$ cat src/sv/h264nal_pkg.sv
// Package for the H.264 Annex B NAL splitter: constants, NAL type codes, result type.
package h264nal_pkg;

  localparam int POSITION_BITS = 32;
  // compare width for lengths against the 32-bit zero-run count
  localparam int LEN_W = (POSITION_BITS > 32) ? POSITION_BITS : 32;

  localparam logic [7:0] TYPE_MASK    = 8'h1f;
  localparam logic [7:0] FIRST_MB_BIT = 8'h80;

  localparam int OUT_DEPTH = 4;
  localparam int OUT_AW    = $clog2(OUT_DEPTH);

  localparam logic [4:0] NAL_SLICE      = 5'd1;
  localparam logic [4:0] NAL_IDR        = 5'd5;
  localparam logic [4:0] NAL_SEI        = 5'd6;
  localparam logic [4:0] NAL_SPS        = 5'd7;
  localparam logic [4:0] NAL_AUD        = 5'd9;
  localparam logic [4:0] NAL_END_STREAM = 5'd11;
  localparam logic [4:0] NAL_FILLER     = 5'd12;

  typedef logic [POSITION_BITS-1:0] pos_t;
  typedef logic [LEN_W-1:0]         len_t;

  typedef struct packed {
    logic [4:0]  nal_type;
    logic [31:0] nal_offset;
    logic [31:0] nal_length;
    logic        new_access_unit;
    logic        has_picture;
    logic        last_of_run;
  } result_t;

endpackage

$ cat src/sv/h264_nal_access_unit_splitter_top.sv
// H.264 Annex B start-code parser: splits a byte stream into NAL units, flags access units.
// A NAL result is written into the output buffer at the end of the byte beat that closes it.
// Throughput: one stream byte per cycle while in_ready is high; a byte that closes two NALs
// puts two results into the 4-entry output buffer, which drains one result per cycle while out_ready is high.
// Input is taken while at least two output buffer entries are free after this cycle's pop.
// Reset (rst, synchronous) clears the parse state and empties the output buffer.
module h264_nal_access_unit_splitter_top (
  input  logic        clk,
  input  logic        rst,
  input  logic        in_valid,
  output logic        in_ready,
  input  logic [7:0]  stream_byte,
  input  logic        end_of_stream,
  output logic        out_valid,
  input  logic        out_ready,
  output logic [4:0]  nal_type,
  output logic [31:0] nal_offset,
  output logic [31:0] nal_length,
  output logic        new_access_unit,
  output logic        has_picture,
  output logic        last_of_run
);
  import h264nal_pkg::*;

  function automatic result_t close_nal(input pos_t end_pos, input pos_t start_pos,
                                        input len_t trailing, input logic [4:0] typ,
                                        input logic fmb, input logic prev);
    pos_t       raw;
    len_t       raw_w;
    logic [4:0] t;
    logic       f;
    logic       pic;
    result_t    r;
    raw   = end_pos - start_pos;
    raw_w = LEN_W'(raw);
    // short NALs: no header byte means type 0, no second byte means bit 0
    t     = (raw_w >= LEN_W'(4)) ? typ : 5'd0;
    f     = (raw_w >= LEN_W'(5)) ? fmb : 1'b0;
    pic   = (t == NAL_SLICE) || (t == NAL_IDR);
    r.nal_type    = t;
    r.nal_offset  = 32'(start_pos);
    r.nal_length  = (trailing > raw_w) ? 32'd0 : 32'(raw_w - trailing);
    r.has_picture = pic;
    if (pic) begin
      r.new_access_unit = prev && f;
    end else begin
      r.new_access_unit = prev && ((t == NAL_SEI) || (t == NAL_SPS) || (t == NAL_AUD) ||
                                   (t == NAL_END_STREAM) || (t == NAL_FILLER));
    end
    r.last_of_run = 1'b0;
    return r;
  endfunction

  // parse state
  pos_t        position;
  logic [31:0] zero_run;
  logic        nal_open;
  pos_t        open_start;
  logic [1:0]  header_count;
  logic [4:0]  open_type;
  logic        open_first_mb;
  logic        prev_picture;

  pos_t        position_next;
  logic [31:0] zero_run_next;
  logic        nal_open_next;
  pos_t        open_start_next;
  logic [1:0]  header_count_next;
  logic [4:0]  open_type_next;
  logic        open_first_mb_next;
  logic        prev_mid;

  logic        start_code;
  pos_t        sc_start;
  logic        close1;
  logic        close2;
  result_t     res1;
  result_t     res2;

  // output buffer
  result_t            out_buf [OUT_DEPTH];
  logic [OUT_AW-1:0]  wr_ptr;
  logic [OUT_AW-1:0]  rd_ptr;
  logic [OUT_AW:0]    count;
  logic [OUT_AW:0]    count_after_pop;
  logic               in_fire;
  logic               out_fire;
  logic [1:0]         push_n;
  result_t            head;

  always_comb begin
    start_code = (stream_byte == 8'h01) && (zero_run >= 32'd2);
    sc_start   = position - pos_t'(2);
    close1     = start_code && nal_open;
    res1       = close_nal(sc_start, open_start, LEN_W'(zero_run - 32'd2),
                           open_type, open_first_mb, prev_picture);
    prev_mid   = close1 ? res1.has_picture : prev_picture;

    nal_open_next      = nal_open;
    open_start_next    = open_start;
    header_count_next  = header_count;
    open_type_next     = open_type;
    open_first_mb_next = open_first_mb;
    if (start_code) begin
      nal_open_next      = 1'b1;
      open_start_next    = sc_start;
      header_count_next  = 2'd0;
      open_type_next     = 5'd0;
      open_first_mb_next = 1'b0;
    end else if (nal_open && (header_count < 2'd2)) begin
      if (header_count == 2'd0) begin
        open_type_next = 5'(stream_byte & TYPE_MASK);
      end else begin
        open_first_mb_next = (stream_byte & FIRST_MB_BIT) != 8'd0;
      end
      header_count_next = header_count + 2'd1;
    end

    if (stream_byte == 8'd0) begin
      zero_run_next = (zero_run == 32'hffff_ffff) ? zero_run : zero_run + 32'd1;
    end else begin
      zero_run_next = 32'd0;
    end
    position_next = position + pos_t'(1);

    // end of stream closes whatever is open after this byte; the byte counts unless it is a trailing zero
    close2 = end_of_stream && nal_open_next;
    res2   = close_nal(position_next, open_start_next, LEN_W'(zero_run_next),
                       open_type_next, open_first_mb_next, prev_mid);
    res1.last_of_run = !close2;
    res2.last_of_run = 1'b1;
  end

  assign count_after_pop = count - {{OUT_AW{1'b0}}, out_fire};
  assign in_ready        = count_after_pop <= (OUT_AW + 1)'(OUT_DEPTH - 2);
  assign in_fire         = in_valid && in_ready;
  assign out_valid       = count != '0;
  assign out_fire        = out_valid && out_ready;
  assign push_n          = in_fire ? ({1'b0, close1} + {1'b0, close2}) : 2'd0;

  always_ff @(posedge clk) begin
    if (rst) begin
      position      <= '0;
      zero_run      <= '0;
      nal_open      <= 1'b0;
      open_start    <= '0;
      header_count  <= '0;
      open_type     <= '0;
      open_first_mb <= 1'b0;
      prev_picture  <= 1'b0;
    end else if (in_fire) begin
      if (end_of_stream) begin
        position      <= '0;
        zero_run      <= '0;
        nal_open      <= 1'b0;
        open_start    <= '0;
        header_count  <= '0;
        open_type     <= '0;
        open_first_mb <= 1'b0;
        prev_picture  <= 1'b0;
      end else begin
        position      <= position_next;
        zero_run      <= zero_run_next;
        nal_open      <= nal_open_next;
        open_start    <= open_start_next;
        header_count  <= header_count_next;
        open_type     <= open_type_next;
        open_first_mb <= open_first_mb_next;
        prev_picture  <= prev_mid;
      end
    end
  end

  always_ff @(posedge clk) begin
    if (rst) begin
      wr_ptr <= '0;
      rd_ptr <= '0;
      count  <= '0;
    end else begin
      wr_ptr <= wr_ptr + OUT_AW'(push_n);
      rd_ptr <= rd_ptr + OUT_AW'(out_fire);
      count  <= count_after_pop + (OUT_AW + 1)'(push_n);
    end
  end

  always_ff @(posedge clk) begin
    if (in_fire && close1) begin
      out_buf[wr_ptr] <= res1;
    end
    if (in_fire && close2) begin
      out_buf[close1 ? wr_ptr + OUT_AW'(1) : wr_ptr] <= res2;
    end
  end

  assign head            = out_buf[rd_ptr];
  assign nal_type        = head.nal_type;
  assign nal_offset      = head.nal_offset;
  assign nal_length      = head.nal_length;
  assign new_access_unit = head.new_access_unit;
  assign has_picture     = head.has_picture;
  assign last_of_run     = head.last_of_run;

endmodule

$ cat config.mk
export PLATFORM = sky130hd
export DESIGN_NAME = h264_nal_access_unit_splitter_top
export DESIGN_NICKNAME = d
export VERILOG_FILES = /design/src/sv/h264nal_pkg.sv /design/src/sv/h264_nal_access_unit_splitter_top.sv
export SDC_FILE = /design/constraint.sdc
export NUM_CORES = 1
export LEC_CHECK = 0
export ABC_AREA = 1
export ABC_CLOCK_PERIOD_IN_PS = 12400
export BUFFER_PORTS_ARGS = -buffer_cell sky130_fd_sc_hd__buf_2
export CAP_MARGIN = 20
export CORE_MARGIN = 2
export CORE_UTILIZATION = 50
export DETAILED_ROUTE_END_ITERATION = 8
export PLACE_DENSITY_LB_ADDON = 0.08
export SLEW_MARGIN = 10
export SYNTH_ARGS = -nofsm -noshare
export SYNTH_HDL_FRONTEND = slang
export SYNTH_SLANG_ARGS = --single-unit
$ cat constraint.sdc
create_clock -name clk -period 12.4 [get_ports clk]
set_clock_uncertainty 0.2 [all_clocks]
set_input_delay 0.62 -clock clk [delete_from_list [all_inputs] [get_ports clk]]
set_output_delay 0.62 -clock clk [all_outputs]
set_load 0.05 [all_outputs]
==> parameters.txt <==
Parameter                              Value

Place
  Number of input and output port buffers inserted ... 86
  Post-placement cell area ... between 20000 and 30000 µm²
  Placement Setup Slack ... between 4 and 5 ns
  Sum of net half-perimeters after detailed placement ... between 70 and 80 mm
  Final weighted congestion in routability-driven placement ... 1.02

STA
  Period Utilization, post-route ... 0.631
  Total setup violations reported at the end of the flow ... 0
  Worst-case hold slack ... 0.263 ns
  Fin. max-slew vios ... 0
  Worst setup slack after layout ... 4.58 ns
  Least-Margin Pin Slew ... 1.16 ns
  Fmax ... around 130 MHz
  Sum of negative setup slack ... 0 ns
  Worst relative slew slack ... 0.223
  Setup repair after global routing missed its margin ... no
  Final number of hold-violating endpoints ... 0
  Clock period minus worst slack ... between 7 and 8 ns

Finish
  Most frequent standard cell in the layout excluding fill and tap cells ... sky130_fd_sc_hd__nand2_1
  Filler Cells Inserted ... 5499
  Count of inserted antenna diode cells ... 0
  Share of the core filled with cells ... 0.551
  Final nets ... 4020
  Most used cells in the layout excluding fill and tap cells ... sky130_fd_sc_hd__nand2_1, sky130_fd_sc_hd__nor2_1, sky130_fd_sc_hd__inv_1
  Share of post-route cells with drive strength above 1 ... 0.0879
  Layout Cell Area excl Fill ... 31200 µm²
  Synthesis-to-finish area growth ... 8.65%

Detailed routing
  Number of detailed-route iterations in the first pass ... 6
  Via count ... between 20000 and 30000
  Detailed-route wire length per cell ... approximately 23 µm
  Final ANT Viol Nets ... 0
  Via/cell ratio ... 6.06
  Violation count after the first detailed-routing iteration ... ~3400
  Drc violations ... 0
  Total detailed-routing wirelength ... roughly 110 mm

Run
  Number of max-capacitance violations reported ... 0

Pwr
  Fraction of power consumed by the clock network ... 0.263
  Total power per unit cell area ... 174 nW/µm²
  Total leakage power ... approximately 13 nW
  Cell-internal power ... between 0.002 and 0.003 W
  Max rail drop VDD ... between 0.1 and 0.15 mV
  Net Switching ... 0.00253 W
  Sw Share ... 0.467
  Part of the total power dissipated in sequential elements ... 0.265
  Share of total power in combinational logic ... 0.472

Yosys
  EDFF count, synth ... about 280
  Share of flip-flops with an asynchronous set or reset ... 0
  Prevailing post-synth register cell ... sky130_fd_sc_hd__edfxtp_1
  Yosys reg bits ... between 400 and 500
  Average size of a mapped cell ... about 7.4 µm²
  Yosys warns ... 0
  Synthesized instance count ... just under 4000
  Sequential-to-total area share from yosys stat ... 0.378
  Number of nets produced by synthesis ... roughly 4000
  Synth Cell Area ... 28700 µm²
  Unique masters post-synth ... 63

Worst setup path
  Count of cell instances traversed by the critical path ... 38
  Bufs and invs on worst path ... 5
  Largest stage delay on the critical path ... approximately 0.64 ns
  Capture point of the critical path ... out_buf[1][10]
  CP Launch Point ... zero_run[0]
  Capturing element type of the critical path ... flip-flop
  Crit-path slowest cell ... sky130_fd_sc_hd__o21bai_4
  Critical path class ... reg2reg
  Required time of the critical path ... approximately 13 ns
  Gate family responsible for the most delay along the worst path ... simple AND/OR/NAND/NOR gates
  Slack of the worst reg-to-reg path ... roughly 4.6 ns
  Critical path fanouts, max ... 27
  RR Endpoint ... out_buf[1][10]
  Arr. time, crit path ... around 8.0 ns
  Startpoint type of the worst setup path ... flip-flop
  Startpoint of the lowest-slack register-to-register path ... zero_run[0]
  Dominant cell type by count on the critical path ... sky130_fd_sc_hd__nand2_1
  Worst reg2reg path depth ... 38

Die
  Placement Rows ... 87
  Vertical die dimension ... roughly 240 µm
  Starting Density ... 0.508
  Width of the die ... ~240 µm
  Die area ... roughly 59000 µm²
  Core Area ... ~57000 µm²
  Ports placed on the boundary ... 87

Global routing
  Global route total overflow ... 0
  Initial antenna violation count ... 0
  GR Util All Layers ... 0.348
  Global-route wire length before repair ... between 150 and 200 mm
  Pin count of the biggest net entering global routing ... roughly 80
  Via count of the first global-routing pass ... between 20000 and 30000

Status
  Status ... complete, no violations

Clock network
  Worst-Skew Late Latency ... 0.62 ns
  Buffer depth of the longest clock path ... 3
  Setup repair bufs after CTS ... 0
  H-tree level count ... 2
  Clock tree from TritonCTS ... done
  CTS sink cnt ... approximately 400
  TritonCTS buffer count ... 47
  Clock slew at the register clock pins of the worst setup and hold paths ... 0.06 ns
  CTS Root Cell ... sky130_fd_sc_hd__clkbuf_16
  Number of gates resized after cts ... 0
  # hold bufs at CTS ... 0

Min path
  Hold-critical path depth ... 2
  Class of the tightest hold or removal check ... reg2reg
-- worst min path at each step --
stage                   startpoint        endpoint  slack (ns)
floorplan            open_first_mb   open_first_mb        0.25
global placement     open_start[2]   open_start[2]        0.25
detailed placement  open_start[26]  open_start[26]        0.26
CTS                 open_start[26]  open_start[26]        0.26
global route        open_start[18]  open_start[18]        0.28
finish              open_start[21]  open_start[21]        0.26
-- routing by layer --
layer,share of wire,GRT usage
met5,0,0
met4,0.030,0.109
met1,0.44,0.517
met2,0.42,0.510
met3,0.11,0.0641
-- power by group through the flow --
| stage | sequential [W] | combinational [W] | clock, W |
|---|---|---|---|
| 2_1_floorplan | 0.00145 | 0.00176 | 0 |
| 3_3_place_gp | 0.00147 | 0.00247 | 0 |
| 3_5_place_dp | 0.00147 | 0.00247 | 0 |
| 4_1_cts | 0.00144 | 0.00248 | 0.00143 |
| 5_1_grt | 0.00144 | 0.00271 | 0.00149 |
| 6_report | 0.00144 | 0.00256 | 0.00143 |
-- synthesized netlist by cell type (20+ instances only) --
cell | instances | area, µm²
sky130_fd_sc_hd__or2_2 | 45 | 282
sky130_fd_sc_hd__nand2_1 | 833 | 3130
sky130_fd_sc_hd__ha_1 | 137 | 1710
sky130_fd_sc_hd__clkbuf_1 | 145 | 544
sky130_fd_sc_hd__o21ai_0 | 297 | 1490
sky130_fd_sc_hd__nor2_1 | 405 | 1520
sky130_fd_sc_hd__dfxtp_1 | 117 | 2340
sky130_fd_sc_hd__nand3_1 | 162 | 811
sky130_fd_sc_hd__xor2_1 | 113 | 990
sky130_fd_sc_hd__nand4_1 | 35 | 219
sky130_fd_sc_hd__a21oi_1 | 271 | 1360
sky130_fd_sc_hd__nor2_2 | 25 | 156
sky130_fd_sc_hd__nand2_2 | 32 | 200
sky130_fd_sc_hd__xnor2_1 | 39 | 342
sky130_fd_sc_hd__inv_1 | 389 | 1460
sky130_fd_sc_hd__o21ai_1 | 20 | 100
sky130_fd_sc_hd__o22ai_1 | 277 | 1730
sky130_fd_sc_hd__nor3_1 | 66 | 330
sky130_fd_sc_hd__edfxtp_1 | 284 | 8530
-- worst reg2reg max path, delay by kind of cell, from the launching register on --
family | cells | cell delay (ns)
flops | 1 | 0.45
buf+inv | 5 | 0.47
simple gates | 21 | 2.77
fa+ha+maj | 4 | 1.07
xor+xnor | 1 | 0.34
compound gates | 7 | 2.34
-- layout make-up --
type,instances,area [µm²],area share
clock buffers,65,1310,0.0418
clock inverters,22,253,0.00810
inverters,409,1550,0.0496
multi-input cells,2898,15700,0.502
flip-flops and latches,401,10900,0.348
well taps,756,946,0.0303
repair buffers,109,606,0.0194
-- per-stage QoR --
stage | power [W] | cells
floorplan | 0.00321 | 3877
global placement | 0.00394 | 4573
detailed placement | 0.00394 | 4573
CTS | 0.00535 | 4660
global route | 0.00564 | 4660
finish | 0.00542 | 4660
-- flip-flops by register name (all words and copies together) (netlist names) --
signal / count
wr_ptr: 2
open_start: 32
count: 3
rd_ptr: 2
open_first_mb: 1
out_buf: 288
position: 32
open_type: 5
header_count: 2
nal_open: 1
prev_picture: 1
zero_run: 32
-- cell families after synthesis --
| group | after synthesis | synth area share |
|---|---|---|
| compound gates | 942 | 0.183 |
| xor+xnor | 152 | 0.0463 |
| fa+ha+maj | 141 | 0.0625 |
| simple gates | 1661 | 0.250 |
| flops | 401 | 0.378 |
| mux | 2 | 0.000740 |
| buf+inv | 578 | 0.0786 |
Note: power is estimated with default switching activity, not from simulation.
